$ cat src/rtl/snfe_pkg.sv
// Shared types and constants for the SMS notice field extractor.
// No dependencies; every other file imports this package.
package snfe_pkg;

	localparam int unsigned NumberDigitsDef = 10;
	localparam int unsigned TextLengthDef   = 16;

	localparam int unsigned BYTE_W   = 8;
	localparam int unsigned NUMBER_W = 40;

	localparam logic [NUMBER_W-1:0] ALLOWED_RESET = 40'd641100444532;

	// header "+CM" and the OK tracker
	localparam logic [BYTE_W-1:0] HDR_PLUS = 8'h2B;
	localparam logic [BYTE_W-1:0] HDR_C    = 8'h43;
	localparam logic [BYTE_W-1:0] HDR_M    = 8'h4D;
	localparam logic [BYTE_W-1:0] CHR_O    = 8'h4F;
	localparam logic [BYTE_W-1:0] CHR_K    = 8'h4B;
	localparam logic [3:0]        ASCII_DIGIT_HI = 4'h3;

	// header count codes
	localparam logic [1:0] HC_PLUS = 2'd0;
	localparam logic [1:0] HC_C    = 2'd1;
	localparam logic [1:0] HC_M    = 2'd2;

	// positions counted from 0 on the 'M'
	localparam int unsigned DigitFirst = 8;
	localparam int unsigned TextFirst  = 41;

	typedef struct packed {
		logic              echo_valid;
		logic [BYTE_W-1:0] echo_byte;
		logic              message_done;
		logic              sender_authorized;
		logic              ok_seen;
	} result_t;

endpackage

$ cat src/rtl/snfe_ifs.sv
// Channel interfaces of the SMS notice field extractor: received bytes in,
// result beats out. Depends on snfe_pkg.
interface snfe_byte_if import snfe_pkg::*; ();
	logic              valid;
	logic              ready;
	logic [BYTE_W-1:0] rx_byte;

	modport source (output valid, output rx_byte, input ready);
	modport sink   (input valid, input rx_byte, output ready);
endinterface

interface snfe_result_if import snfe_pkg::*; ();
	logic              valid;
	logic              ready;
	logic              echo_valid;
	logic [BYTE_W-1:0] echo_byte;
	logic              message_done;
	logic              sender_authorized;
	logic              ok_seen;

	modport source (output valid, output echo_valid, output echo_byte,
		output message_done, output sender_authorized, output ok_seen, input ready);
	modport sink   (input valid, input echo_valid, input echo_byte,
		input message_done, input sender_authorized, input ok_seen, output ready);
endinterface

$ cat src/rtl/snfe_parser.sv
// Header search, capture counters, sender compare and OK tracking.
// Updates its state once per stepped byte. Depends on snfe_pkg.
module snfe_parser import snfe_pkg::*; #(
	parameter int unsigned NUMBER_DIGITS = NumberDigitsDef,
	parameter int unsigned TEXT_LENGTH   = TextLengthDef
) (
	input  logic                clk,
	input  logic                arst_n,
	input  logic                step,
	input  logic [BYTE_W-1:0]   rx_byte,
	input  logic [NUMBER_W-1:0] allowed_number,
	output result_t             res
);

	localparam int unsigned POS_W = $clog2(TextFirst + TEXT_LENGTH + 1);
	localparam int unsigned TC_W  = $clog2(TEXT_LENGTH + 1);
	localparam int unsigned IDX_W = (NUMBER_DIGITS > 1) ? $clog2(NUMBER_DIGITS) : 1;

	logic [1:0]       hcnt_q, hcnt_n;
	logic             cap_q, cap_n;
	logic [POS_W-1:0] pos_q, pos_n;
	logic [TC_W-1:0]  tc_q, tc_n;
	logic             mism_q, mism_n;
	logic             opend_q, opend_n;
	logic             ok_q, ok_n;

	logic [BYTE_W-1:0] hdr_exp;
	logic              cap_now;
	logic [POS_W-1:0]  pos_cur;
	logic              in_digits, in_text, done;
	logic [POS_W-1:0]  dig_off;
	logic [IDX_W-1:0]  dig_idx;
	logic [3:0]        nib_sel;
	logic [63:0]       number_wide, number_shr;
	logic [BYTE_W-1:0] dig_exp;

	always_comb begin
		case (hcnt_q)
			HC_PLUS: hdr_exp = HDR_PLUS;
			HC_C:    hdr_exp = HDR_C;
			default: hdr_exp = HDR_M;
		endcase
	end

	// expected ASCII digit: nibble NUMBER_DIGITS-1-idx of the number
	assign dig_off     = pos_cur - POS_W'(DigitFirst);
	assign dig_idx     = dig_off[IDX_W-1:0];
	assign nib_sel     = 4'(NUMBER_DIGITS - 1) - 4'(dig_idx);
	assign number_wide = {{(64-NUMBER_W){1'b0}}, allowed_number};
	assign number_shr  = number_wide >> {nib_sel, 2'b00};
	assign dig_exp     = {ASCII_DIGIT_HI, number_shr[3:0]};

	always_comb begin
		opend_n = opend_q;
		ok_n    = ok_q;
		if (rx_byte == CHR_O) begin
			opend_n = 1'b1;
		end else if (rx_byte == CHR_K && opend_q) begin
			ok_n    = 1'b1;
			opend_n = 1'b0;
		end

		hcnt_n  = 2'd0;
		cap_now = cap_q;
		if (!cap_q) begin
			if (rx_byte == hdr_exp) begin
				if (hcnt_q == HC_M) begin
					cap_now = 1'b1;
				end else begin
					hcnt_n = hcnt_q + 2'd1;
				end
			end
		end

		pos_cur   = cap_q ? pos_q : '0;
		in_digits = cap_now && pos_cur >= POS_W'(DigitFirst)
			&& pos_cur < POS_W'(DigitFirst + NUMBER_DIGITS);
		in_text   = cap_now && pos_cur >= POS_W'(TextFirst)
			&& pos_cur < POS_W'(TextFirst + TEXT_LENGTH);

		mism_n = mism_q | (in_digits && rx_byte != dig_exp);
		tc_n   = tc_q + TC_W'(in_text);
		pos_n  = cap_now ? pos_cur + POS_W'(1) : pos_q;
		cap_n  = cap_now;
		done   = cap_now && tc_n == TC_W'(TEXT_LENGTH);

		res.echo_valid        = in_text;
		res.echo_byte         = in_text ? rx_byte : '0;
		res.message_done      = done;
		res.sender_authorized = done && !mism_n;
		res.ok_seen           = ok_n;

		// drop back to header search after the last text byte
		if (done) begin
			cap_n  = 1'b0;
			pos_n  = '0;
			tc_n   = '0;
			mism_n = 1'b0;
			hcnt_n = 2'd0;
		end
	end

	always_ff @(posedge clk or negedge arst_n) begin
		if (!arst_n) begin
			hcnt_q  <= 2'd0;
			cap_q   <= 1'b0;
			pos_q   <= '0;
			tc_q    <= '0;
			mism_q  <= 1'b0;
			opend_q <= 1'b0;
			ok_q    <= 1'b0;
		end else if (step) begin
			hcnt_q  <= hcnt_n;
			cap_q   <= cap_n;
			pos_q   <= pos_n;
			tc_q    <= tc_n;
			mism_q  <= mism_n;
			opend_q <= opend_n;
			ok_q    <= ok_n;
		end
	end

endmodule

$ cat src/rtl/sms_notice_field_extractor_top.sv
// SMS notice field extractor: usage
// Channels: in_ch carries one received modem byte per beat (rx_byte); out_ch
// returns exactly one result beat per input beat, in order: echo_valid and
// echo_byte for message text, message_done with sender_authorized on the
// last text byte, and the sticky ok_seen flag.
// Configuration: cfg_wr_en/cfg_wr_data write the ten-digit BCD sender number
// (most significant digit first); write it only while no beat is in flight.
// Pipeline: an accepted byte is held in the input register, and its result
// beat in the result register, from which out_ch takes it.
// Throughput: one byte per cycle while out_ch.ready is high; the header,
// counter and digit compare logic all sits between those two registers.
// Reset: arst_n clears header search, capture counters, the OK flag and the valid
// flags of both register stages, and loads the default sender number.
// Stall: while out_ch.ready is low the result is held; at most one more byte is taken
// into the input register, after which in_ch.ready drops until the result moves.
// Depends on snfe_pkg, snfe_ifs and snfe_parser.
module sms_notice_field_extractor_top import snfe_pkg::*; #(
	parameter int unsigned NUMBER_DIGITS = NumberDigitsDef,
	parameter int unsigned TEXT_LENGTH   = TextLengthDef
) (
	input  logic                clk,
	input  logic                arst_n,
	snfe_byte_if.sink           in_ch,
	snfe_result_if.source       out_ch,
	input  logic                cfg_wr_en,
	input  logic [NUMBER_W-1:0] cfg_wr_data
);

	logic [NUMBER_W-1:0] number_q;
	logic                valid_s1;
	logic [BYTE_W-1:0]   byte_s1;
	logic                valid_s2;
	result_t             res_s2;
	result_t             res;
	logic                adv;
	logic                in_fire;

	assign adv          = valid_s1 && (!valid_s2 || out_ch.ready);
	assign in_ch.ready  = !valid_s1 || !valid_s2 || out_ch.ready;
	assign in_fire      = in_ch.valid && in_ch.ready;

	always_ff @(posedge clk or negedge arst_n) begin
		if (!arst_n) begin
			number_q <= ALLOWED_RESET;
		end else if (cfg_wr_en) begin
			number_q <= cfg_wr_data;
		end
	end

	always_ff @(posedge clk or negedge arst_n) begin
		if (!arst_n) begin
			valid_s1 <= 1'b0;
			valid_s2 <= 1'b0;
		end else begin
			valid_s1 <= in_fire || (valid_s1 && !adv);
			valid_s2 <= adv || (valid_s2 && !out_ch.ready);
		end
	end

	always_ff @(posedge clk) begin
		if (in_fire) begin
			byte_s1 <= in_ch.rx_byte;
		end
		if (adv) begin
			res_s2 <= res;
		end
	end

	snfe_parser #(
		.NUMBER_DIGITS(NUMBER_DIGITS),
		.TEXT_LENGTH  (TEXT_LENGTH)
	) u_parser (
		.clk           (clk),
		.arst_n        (arst_n),
		.step          (adv),
		.rx_byte       (byte_s1),
		.allowed_number(number_q),
		.res           (res)
	);

	assign out_ch.valid             = valid_s2;
	assign out_ch.echo_valid        = res_s2.echo_valid;
	assign out_ch.echo_byte         = res_s2.echo_byte;
	assign out_ch.message_done      = res_s2.message_done;
	assign out_ch.sender_authorized = res_s2.sender_authorized;
	assign out_ch.ok_seen           = res_s2.ok_seen;

`ifndef ASSERT_OFF
	a_done_on_text: assert property (@(posedge clk) disable iff (!arst_n)
		valid_s2 && res_s2.message_done |-> res_s2.echo_valid)
		else $error("message_done on a beat that is not text");

	a_auth_with_done: assert property (@(posedge clk) disable iff (!arst_n)
		valid_s2 && res_s2.sender_authorized |-> res_s2.message_done)
		else $error("sender_authorized without message_done");

	a_stall_full: assert property (@(posedge clk) disable iff (!arst_n)
		!in_ch.ready |-> valid_s1 && valid_s2 && !adv)
		else $error("input stalled while a stage is free");
`endif

endmodule
$ cat src/flat_wrapper.sv
// flat-port wrapper written by rule: the top's interface ports become plain ports
module sms_notice_field_extractor_top_flat import snfe_pkg::*;
#(
	parameter int unsigned NUMBER_DIGITS = NumberDigitsDef,
	parameter int unsigned TEXT_LENGTH   = TextLengthDef
)
  (clk, arst_n, cfg_wr_en, cfg_wr_data, in_ch_valid, in_ch_rx_byte, in_ch_ready, out_ch_valid, out_ch_echo_valid, out_ch_echo_byte, out_ch_message_done, out_ch_sender_authorized, out_ch_ok_seen, out_ch_ready);
  snfe_byte_if in_ch_i ();
  snfe_result_if out_ch_i ();
  input  logic clk;
  input  logic arst_n;
  input  logic cfg_wr_en;
  input  logic [NUMBER_W-1:0] cfg_wr_data;
  input wire logic [$bits(in_ch_i.valid)-1:0] in_ch_valid;
  input wire logic [$bits(in_ch_i.rx_byte)-1:0] in_ch_rx_byte;
  output wire logic [$bits(in_ch_i.ready)-1:0] in_ch_ready;
  output wire logic [$bits(out_ch_i.valid)-1:0] out_ch_valid;
  output wire logic [$bits(out_ch_i.echo_valid)-1:0] out_ch_echo_valid;
  output wire logic [$bits(out_ch_i.echo_byte)-1:0] out_ch_echo_byte;
  output wire logic [$bits(out_ch_i.message_done)-1:0] out_ch_message_done;
  output wire logic [$bits(out_ch_i.sender_authorized)-1:0] out_ch_sender_authorized;
  output wire logic [$bits(out_ch_i.ok_seen)-1:0] out_ch_ok_seen;
  input wire logic [$bits(out_ch_i.ready)-1:0] out_ch_ready;
  assign in_ch_i.valid = in_ch_valid;
  assign in_ch_i.rx_byte = in_ch_rx_byte;
  assign in_ch_ready = in_ch_i.ready;
  assign out_ch_valid = out_ch_i.valid;
  assign out_ch_echo_valid = out_ch_i.echo_valid;
  assign out_ch_echo_byte = out_ch_i.echo_byte;
  assign out_ch_message_done = out_ch_i.message_done;
  assign out_ch_sender_authorized = out_ch_i.sender_authorized;
  assign out_ch_ok_seen = out_ch_i.ok_seen;
  assign out_ch_i.ready = out_ch_ready;
  sms_notice_field_extractor_top #(.NUMBER_DIGITS(NUMBER_DIGITS), .TEXT_LENGTH(TEXT_LENGTH)) u_core (.clk(clk), .arst_n(arst_n), .in_ch(in_ch_i), .out_ch(out_ch_i), .cfg_wr_en(cfg_wr_en), .cfg_wr_data(cfg_wr_data));
endmodule
$ cat config.mk
export PLATFORM = sky130hd
export DESIGN_NAME = sms_notice_field_extractor_top_flat
export DESIGN_NICKNAME = d
export VERILOG_FILES = /design/src/rtl/snfe_pkg.sv /design/src/rtl/snfe_ifs.sv /design/src/rtl/snfe_parser.sv /design/src/rtl/sms_notice_field_extractor_top.sv /design/src/flat_wrapper.sv
export SDC_FILE = /design/constraint.sdc
export NUM_CORES = 1
export LEC_CHECK = 0
export BUFFER_PORTS_ARGS = -buffer_cell sky130_fd_sc_hd__buf_2
export CAP_MARGIN = 20
export CORE_ASPECT_RATIO = 1.2
export CORE_MARGIN = 8
export CORE_UTILIZATION = 55
export DETAILED_ROUTE_END_ITERATION = 12
export PLACE_DENSITY = 0.78
export SLEW_MARGIN = 5
export SYNTH_ARGS = -nofsm -noshare
export SYNTH_HDL_FRONTEND = slang
export SYNTH_SLANG_ARGS = --single-unit
export TNS_END_PERCENT = 50
$ cat constraint.sdc
create_clock -name clk -period 5.6 [get_ports clk]
set_clock_uncertainty 0.05 [all_clocks]
set_input_delay 1.68 -clock clk [delete_from_list [all_inputs] [get_ports clk]]
set_output_delay 1.68 -clock clk [all_outputs]
set_load 0.01 [all_outputs]
==> results of run 1 <==
-- metrics by stage --
stage,std cells,cell area (um2),power [uW]
after floorplan,328,3930,965
after CTS,485,4550,1530
final,485,4550,1520
after global routing,485,4550,1590
after detailed placement,469,4320,1060
after global placement,469,4320,1050
-- state kept, by name (all words and copies together), names as in the netlist --
signal and cells:
u_core.u_parser.mism_q 1, u_core.number_q 40, u_core.u_parser.hcnt_q 2, u_core.u_parser.pos_q 6, u_core.u_parser.ok_q 1, u_core.valid_s1 1, u_core.byte_s1 8, u_core.out_ch.echo_valid 1
u_core.u_parser.cap_q 1, u_core.out_ch.valid 1, u_core.out_ch.echo_byte 8, u_core.out_ch.ok_seen 1, u_core.u_parser.tc_q 5, u_core.out_ch.message_done 1, u_core.out_ch.sender_authorized 1, u_core.u_parser.opend_q 1
-- power by group through the flow --
stage	registers (uW)	logic (uW)	clock network [uW]
2_1_floorplan	705	260	0
3_3_place_gp	754	296	0
3_5_place_dp	757	305	0
4_1_cts	747	307	472
5_1_grt	759	338	495
6_report	748	304	466
-- cell families (layout without fill, tap and decap cells) --
family / Yosys count / in the layout / synth area share [%]
flops: 79 / 79 / 53.4
buf+inv: 30 / 100 / 2.93
mux: 51 / 51 / 15.0
simple gates: 90 / 90 / 12.9
xor+xnor: 4 / 4 / 0.892
compound gates: 66 / 66 / 12.3
fa+ha+maj: 8 / 8 / 2.55
-- layer usage --
layer | track usage (%) | wire (um)
met5 | 0 | 0
met4 | 5.54 | 74
met3 | 5.47 | 501
met2 | 29.8 | 4330
met1 | 19.8 | 3490
-- worst max path at each step --
stage                                      end  cells after the start                      from  slack [ns]
2_1_floorplan                      in_ch_ready                      1              out_ch_ready        1.98
3_3_place_gp                       in_ch_ready                      3              out_ch_ready        1.77
3_5_place_dp   u_core.out_ch.sender_authorized                     11  u_core.u_parser.pos_q[0]        1.69
4_1_cts        u_core.out_ch.sender_authorized                     11  u_core.u_parser.pos_q[0]        1.63
5_1_grt        u_core.out_ch.sender_authorized                     11  u_core.u_parser.pos_q[0]        1.30
6_report       u_core.out_ch.sender_authorized                     11  u_core.u_parser.pos_q[0]        1.60
-- Yosys cell counts, types with 8 or more instances --
cell,n
and2_1,9
inv_1,15
a21oi_1,8
nor3_1,8
edfxtp_1,20
dfstp_2,17
ha_1,8
nand2b_1,9
mux2_2,41
dfrtp_1,42
nand3_1,12
nand2_1,26
-- area by class of cell --
class                      count  share of cell area [%]
clock inverter                 4                    1.10
sequential                    79                    46.1
inverter                      17                    1.40
tap                           87                    2.39
clock buffer                  12                    3.90
multi-input combinational    219                    37.7
timing repair buffer          67                    7.42
-- tightest hold or removal path, stage by stage (launching register included) --
cell and delay [ns]:
dfrtp_1 0.33, inv_1 0.04, o31ai_1 0.05
==> results.toml, run 1 <==
[outcome]
status = "complete, no violations"

[synth]
synth_area_um2 = 3930
yosysUniqueCellTypes = 60
yosysTopAreaCell = "dfrtp_1"
synthArstFlopShare_pct = 74.7
synth_ff_type = "dfrtp_1"
synth.top_cell.area_share_pct = 26.8
seq_area_frac_synth_pct = 53.4
synth.area.top_cells = "dfrtp_1 27%, edfxtp_1 15%, mux2_2 12%"
synth_cells = 328
syn_nets = 389
ys_warn_count = 0
synth_seq_cells = 79
syn_avg_cell_area_um2 = 12.0
synth-edff-count = 20

[setup_path]
setup.worst_path.class = "reg -> reg"
start_kind = "flop"
rr_endpoint = "u_core.out_ch.sender_authorized"
critical_path.cell_chain = "nand2_1 > inv_2 > ha_1 > o21ai_0 > a21oi_1 > ha_1 > ha_1 > a31oi_1 > a2111oi_4 > o2111ai_1 > o21ai_1"
rr_worst_depth = 11
path_buf_inv = 1
endpoint_kind = "flop"
r2r_setup_slack_ns = 1.60
path_common_cell = "ha_1"
cp.arrival_ns = 4.15
cp.required_ns = 5.75
crit_family = "compound AO/OA/AOI/OAI gates"
worstPathMaxFanout = 22
max_stage_delay_ns = 0.81
cp_slowest_cell = "dfrtp_1"
rr_startpoint = "u_core.u_parser.pos_q[0]"

[floorplan]
initial_utilization_pct = 57.0
dieArea_um2 = 10100
chipWidth_um = 93.2
ios = 67
coreArea_um2 = 6900
core.rowCount = 33
die_h_um = 109

[power_and_ir_drop]
power_density_nw_per_um2 = 333
ir_worst_vdd_mv = 0.246
p_leak_uw = 0.00189
clock_power_share_pct = 30.7
comb_power_share_pct = 20.0
p_sw_uw = 450
power.share.switching_pct = 29.7
intPower_uw = 1070
seqPwrFrac_pct = 49.3

[route]
drc_errors = 0
via_per_inst = 5.77
antenna_left = 0
wirelength_um = 8390
drtIter0Drc = 118
drtPass1Iterations = 4
routedWlPerCell_um = 17.3
dr_total_vias = 2800

[clock_tree]
cts_sinks = 79
ctsHtreeMaxLevel = 3
clkTransAtPathRegs_ns = 0.09
root_buffer = "clkbuf_8"
cts_tree = "yes"
ctsResizeCount = 0
numCtsBuffers = 9
postCtsSetupRepairBufs = 0
clk_latency_ns = 0.35
cts_buffer_depth = 2
hold_buffers = 0

[global_route]
grt_max_degree = 56
grt_pass1_vias = 2890
grt_usage_pct = 17.2
antenna_found_initial = 0
grt_pass1_wl_um = 13800
overflow = 0

[sta]
setup_viol = 0
setup_tns_ns = 0
hold_ws_ns = 0.403
slew_violations = 0
fmax_mhz = 250
slew_headroom_pct = 42.5
hold_violations = 0
timing.final.crit_share_pct = 71.4
worst_slack_ns = 1.60
rsz0062_at_grt = "no"
fin_crit_ns = 4.00
worst_slew_pin_slew_ns = 0.862

[placement]
dpl.hpwl_um = 6170
post-place-ws_ns = 1.69
place_congestion = 0.846
port_buffers = 66

[cells_and_area]
final_cell_mix = "66 x buf_2, 42 x dfrtp_1, 41 x mux2_2"
post-route-util_pct = 66.0
final_common_cell = "buf_2"
seqCellArea_um2 = 2100
multi_input_area_um2 = 1720
nNetsFinal = 454
nFillCells = 514
antennaDiodeCount = 0
synthToLayoutAreaGrowth_pct = 15.9
drive_gt1_share_pct = 38.4

[min_path]
hold_start = "u_core.u_parser.ok_q"
holdPathEnd = "u_core.u_parser.ok_q"
hp-class = "reg -> reg"
worstHoldPathCells = 2

[job]
max_cap_viol_count = 0
No activity file was read; power rests on OpenSTA's default activity.
==> run 2: changes to the inputs <==
- clock period: 5.6 -> 4 ns (I/O delays scaled with it)
==> run 2 against run 1 <==
  * First-iteration DRC count rose by 17%
  * Fmax increased by 12%
  * Cell area up 0.49%
  * Global-route usage up 1.0 points
  * Core utilization is 0.33 points higher
  * Non-clock buffer count rose by 3
==> results.toml, run 2 (synthesis gave the netlist of run 1 again) <==
[power_and_ir_drop]
ir_worst_vdd_mv = 0.279
finalPower_uw = 2160
p_leak_uw = 0.00190
power_density_nw_per_um2 = 472

[cells_and_area]
antennaDiodeCount = 0
largest_reg_flops = 40
final_common_cell = "buf_2"
largest_register = "u_core.number_q"
synthToLayoutAreaGrowth_pct = 16.4
nNetsFinal = 457
nFillCells = 535
final_cell_mix = "66 x buf_2, 42 x dfrtp_1, 41 x mux2_2"
drive_gt1_share_pct = 38.7

[min_path]
hp-class = "reg -> reg"
worstHoldPathCells = 2

[sta]
slew_headroom_pct = 41.4
fin_crit_ns = 3.57
worst_slack_ns = 0.432
setup_tns_ns = 0
hold_violations = 0
setup_viol = 0
slew_violations = 0
worst_slew_pin_slew_ns = 0.878
timing.final.crit_share_pct = 89.2
rsz0062_at_grt = "no"
hold_ws_ns = 0.410
fmax_mhz = 280

[clock_tree]
hold_buffers = 0
cts_buffer_depth = 2
ctsResizeCount = 0
cts_tree = "yes"
root_buffer = "clkbuf_8"
ctsHtreeMaxLevel = 3
clk_latency_ns = 0.36
clkTransAtPathRegs_ns = 0.08
numCtsBuffers = 9
postCtsSetupRepairBufs = 0
cts_sinks = 79

[setup_path]
cp.arrival_ns = 3.71
start_kind = "flop"
cp.required_ns = 4.14
rr_worst_depth = 11
setup.worst_path.class = "reg -> reg"
endpoint_kind = "flop"
worstPathMaxFanout = 13

[job]
max_cap_viol_count = 0

[global_route]
grt_max_degree = 42
overflow = 0
grt_pass1_wl_um = 14500
grt_pass1_vias = 3017
grt_usage_pct = 18.3
antenna_found_initial = 0

[floorplan]
dieArea_um2 = 10100
initial_utilization_pct = 57.0
core.rowCount = 33
chipWidth_um = 93.2
ios = 67
coreArea_um2 = 6900
die_h_um = 109

[route]
drtIter0Drc = 138
via_per_inst = 5.83
drtPass1Iterations = 4
drc_errors = 0
dr_total_vias = 2843
routedWlPerCell_um = 17.9
wirelength_um = 8730
antenna_left = 0

[placement]
dpl.hpwl_um = 6490
port_buffers = 66
place_congestion = 0.855
post-place-ws_ns = 0.565

[outcome]
status = "complete, no violations"
run 2: changes by cell type in the layout (fill, tap and decap cells not counted):
cell        delta
buf_4          +3
clkbuf_1       +1
clkinv_2       -1
clkinvlp_4     -1
inv_6          +1
run 2: worst paths after layout:
path                                     startpoint                         endpoint  slack [ns]
max                        u_core.u_parser.pos_q[1]  u_core.out_ch.sender_authorized        0.43
min                            u_core.u_parser.ok_q             u_core.u_parser.ok_q        0.41
max reg2reg                u_core.u_parser.pos_q[1]  u_core.out_ch.sender_authorized        0.43
max in group asynchronous                    arst_n               u_core.number_q[6]        2.14
min in group asynchronous                    arst_n          u_core.u_parser.tc_q[3]        0.87
min reg2reg                    u_core.u_parser.ok_q             u_core.u_parser.ok_q        0.41
run 2: critical path, stage by stage (launching register included):
cell       delay, ns
dfrtp_1         0.58
nand2_1         0.24
ha_1            0.26
nand2b_1        0.08
o21ai_0         0.08
a21oi_1         0.56
ha_1            0.30
ha_1            0.22
a31oi_1         0.18
a2111oi_4       0.49
o2111ai_1       0.18
o21ai_1         0.17
run 2: metrics by stage:
| stage | instance area [um2] | cells | util (%) |
|---|---|---|---|
| 4_1_cts | 4570 | 488 | 66.3 |
| 3_3_place_gp | 4350 | 472 | 63.0 |
| 6_report | 4570 | 488 | 66.3 |
| 2_1_floorplan | 3930 | 328 | - |
| 5_1_grt | 4570 | 488 | 66.3 |
| 3_5_place_dp | 4350 | 472 | 63.0 |
run 2: cell type report:
class | count | area, um2 | share of cell area [%]
Inverter | 17 | 63.8 | 1.39
Multi-Input combinational cell | 219 | 1720 | 37.5
Tap cell | 87 | 109 | 2.38
Sequential cell | 79 | 2100 | 45.9
Timing Repair Buffer | 70 | 360 | 7.88
Clock inverter | 3 | 46.3 | 1.01
Clock buffer | 13 | 181 | 3.97
run 2: layer usage:
layer / up-vias / wire length (um) / track usage, %
li1: 1347 / - / -
met5: - / 0 / 0
met3: 18 / 469 / 4.44
met1: 1400 / 3590 / 21.1
met2: 78 / 4450 / 30.3
met4: 0 / 219 / 10.6
run 2: report_power, final:
part           switching (uW)  internal, uW
combinational             278           220
clock                     292           367
sequential               74.6           926
total                     645          1510
==> run 3: changes to the inputs <==
- clock period: 4 -> 3.8 ns (I/O delays scaled with it)
==> run 3 against run 2 <==
  * Global-route usage rose by 0.052 points
  * Final cell count rose by 0.20%
  * Clock power fell by 5.6%
  * Core utilization fell by 0.33 points
  * First-iteration DRC count rose by 35%
  * Routed wire length rose by 0.49%
  * Non-clock buffer count rose by 1
  * Sequential power rose by 5%
  * Power rose by 1.9%
==> results.toml, run 3 (synthesis gave the netlist of run 1 again) <==
[cells_and_area]
nNetsFinal = 458
final_common_cell = "buf_2"
largest_reg_flops = 40
nFillCells = 532
synthToLayoutAreaGrowth_pct = 15.9
antennaDiodeCount = 0
largest_register = "u_core.number_q"
drive_gt1_share_pct = 39.1
final_cell_mix = "66 x buf_2, 42 x dfrtp_1, 41 x mux2_2"

[route]
drc_errors = 0
routedWlPerCell_um = 17.9
antenna_left = 0
drtPass1Iterations = 4
dr_total_vias = 2855
via_per_inst = 5.84
wirelength_um = 8770
drtIter0Drc = 186

[sta]
fmax_mhz = 311
setup_tns_ns = 0
slew_headroom_pct = 43.3
timing.final.crit_share_pct = 84.6
slew_violations = 0
worst_slack_ns = 0.584
rsz0062_at_grt = "no"
fin_crit_ns = 3.22
hold_violations = 0
setup_viol = 0
hold_ws_ns = 0.407
worst_slew_pin_slew_ns = 0.851

[global_route]
grt_pass1_wl_um = 14700
overflow = 0
grt_max_degree = 42
antenna_found_initial = 0
grt_pass1_vias = 3098
grt_usage_pct = 18.3

[placement]
place_congestion = 0.850
post-place-ws_ns = 0.678
port_buffers = 66
dpl.hpwl_um = 6500

[power_and_ir_drop]
intPower_uw = 1510
p_leak_uw = 0.00189
power.share.switching_pct = 31.2
seqPwrFrac_pct = 47.9
clock_power_share_pct = 28.3
comb_power_share_pct = 23.8
p_sw_uw = 687
ir_worst_vdd_mv = 0.314
finalPower_uw = 2200
power_density_nw_per_um2 = 483

[floorplan]
dieArea_um2 = 10100
chipWidth_um = 93.2
coreArea_um2 = 6900
initial_utilization_pct = 57.0
core.rowCount = 33
die_h_um = 109
ios = 67

[setup_path]
path_common_cell = "ha_1"
cp.required_ns = 3.94
critical_path.cell_chain = "nand2_1 > ha_1 > nand2b_1 > nand3_1 > nand3_1 > a21oi_1 > ha_1 > ha_1 > nor3_1 > a31oi_1 > a2111oi_4 > o2111ai_1 > o21ai_1"
cp_slowest_cell = "dfrtp_1"
setup.worst_path.class = "reg -> reg"
worstPathMaxFanout = 13
max_stage_delay_ns = 0.59
crit_family = "compound AO/OA/AOI/OAI gates"
cp.arrival_ns = 3.36
path_buf_inv = 0
endpoint_kind = "flop"
start_kind = "flop"

[clock_tree]
cts_tree = "yes"
root_buffer = "clkbuf_8"
cts_sinks = 79
clkTransAtPathRegs_ns = 0.09
ctsHtreeMaxLevel = 3
clk_latency_ns = 0.35
postCtsSetupRepairBufs = 0
ctsResizeCount = 0
numCtsBuffers = 9
cts_buffer_depth = 2
hold_buffers = 0

[outcome]
status = "complete, no violations"

[min_path]
hp-class = "reg -> reg"

[job]
max_cap_viol_count = 0
run 3: layout make-up:
type	count	area (um2)	area share [%]
Clock buffer	10	128	2.80
Clock inverter	6	70.1	1.54
Inverter	17	63.8	1.40
Multi-Input combinational cell	219	1720	37.7
Sequential cell	79	2100	46.1
Tap cell	87	109	2.39
Timing Repair Buffer	71	368	8.08
run 3: power groups by stage:
stage               clock network (uW)  registers (uW)  logic (uW)
detailed placement                   0            1070         523
floorplan                            0            1040         383
global placement                     0            1060         515
CTS                                634            1050         526
finish                             622            1050         524
global route                       663            1070         583
run 3: routing by layer:
metal  GRT usage [%]  routed length, um
met5               0                  0
met4            10.6                222
met3            4.57                410
met2            30.9               4550
met1            20.7               3590
run 3: final timing paths:
kind | from | endpoint | slack (ns) | depth (start not counted)
max | u_core.u_parser.pos_q[1] | u_core.out_ch.sender_authorized | 0.58 | 13
min | u_core.u_parser.ok_q | u_core.u_parser.ok_q | 0.41 | 2
max reg2reg | u_core.u_parser.pos_q[1] | u_core.out_ch.sender_authorized | 0.58 | 13
min reg2reg | u_core.u_parser.ok_q | u_core.u_parser.ok_q | 0.41 | 2
max in group asynchronous | arst_n | u_core.number_q[32] | 2.00 | 2
min in group asynchronous | arst_n | u_core.valid_s1 | 0.84 | 1
run 3: tightest hold or removal path, cell delays in order, from the launching register on:
cell     delay, ns
dfrtp_1       0.33
inv_1         0.05
o31ai_1       0.05
run 3: per-stage QoR:
| step | utilization, % | std cells | instance area [um2] |
|---|---|---|---|
| after global placement | 63.1 | 473 | 4350 |
| after detailed placement | 63.1 | 473 | 4350 |
| after floorplan | - | 328 | 3930 |
| after CTS | 66.0 | 489 | 4550 |
| final | 66.0 | 489 | 4550 |
| after global routing | 66.0 | 489 | 4550 |
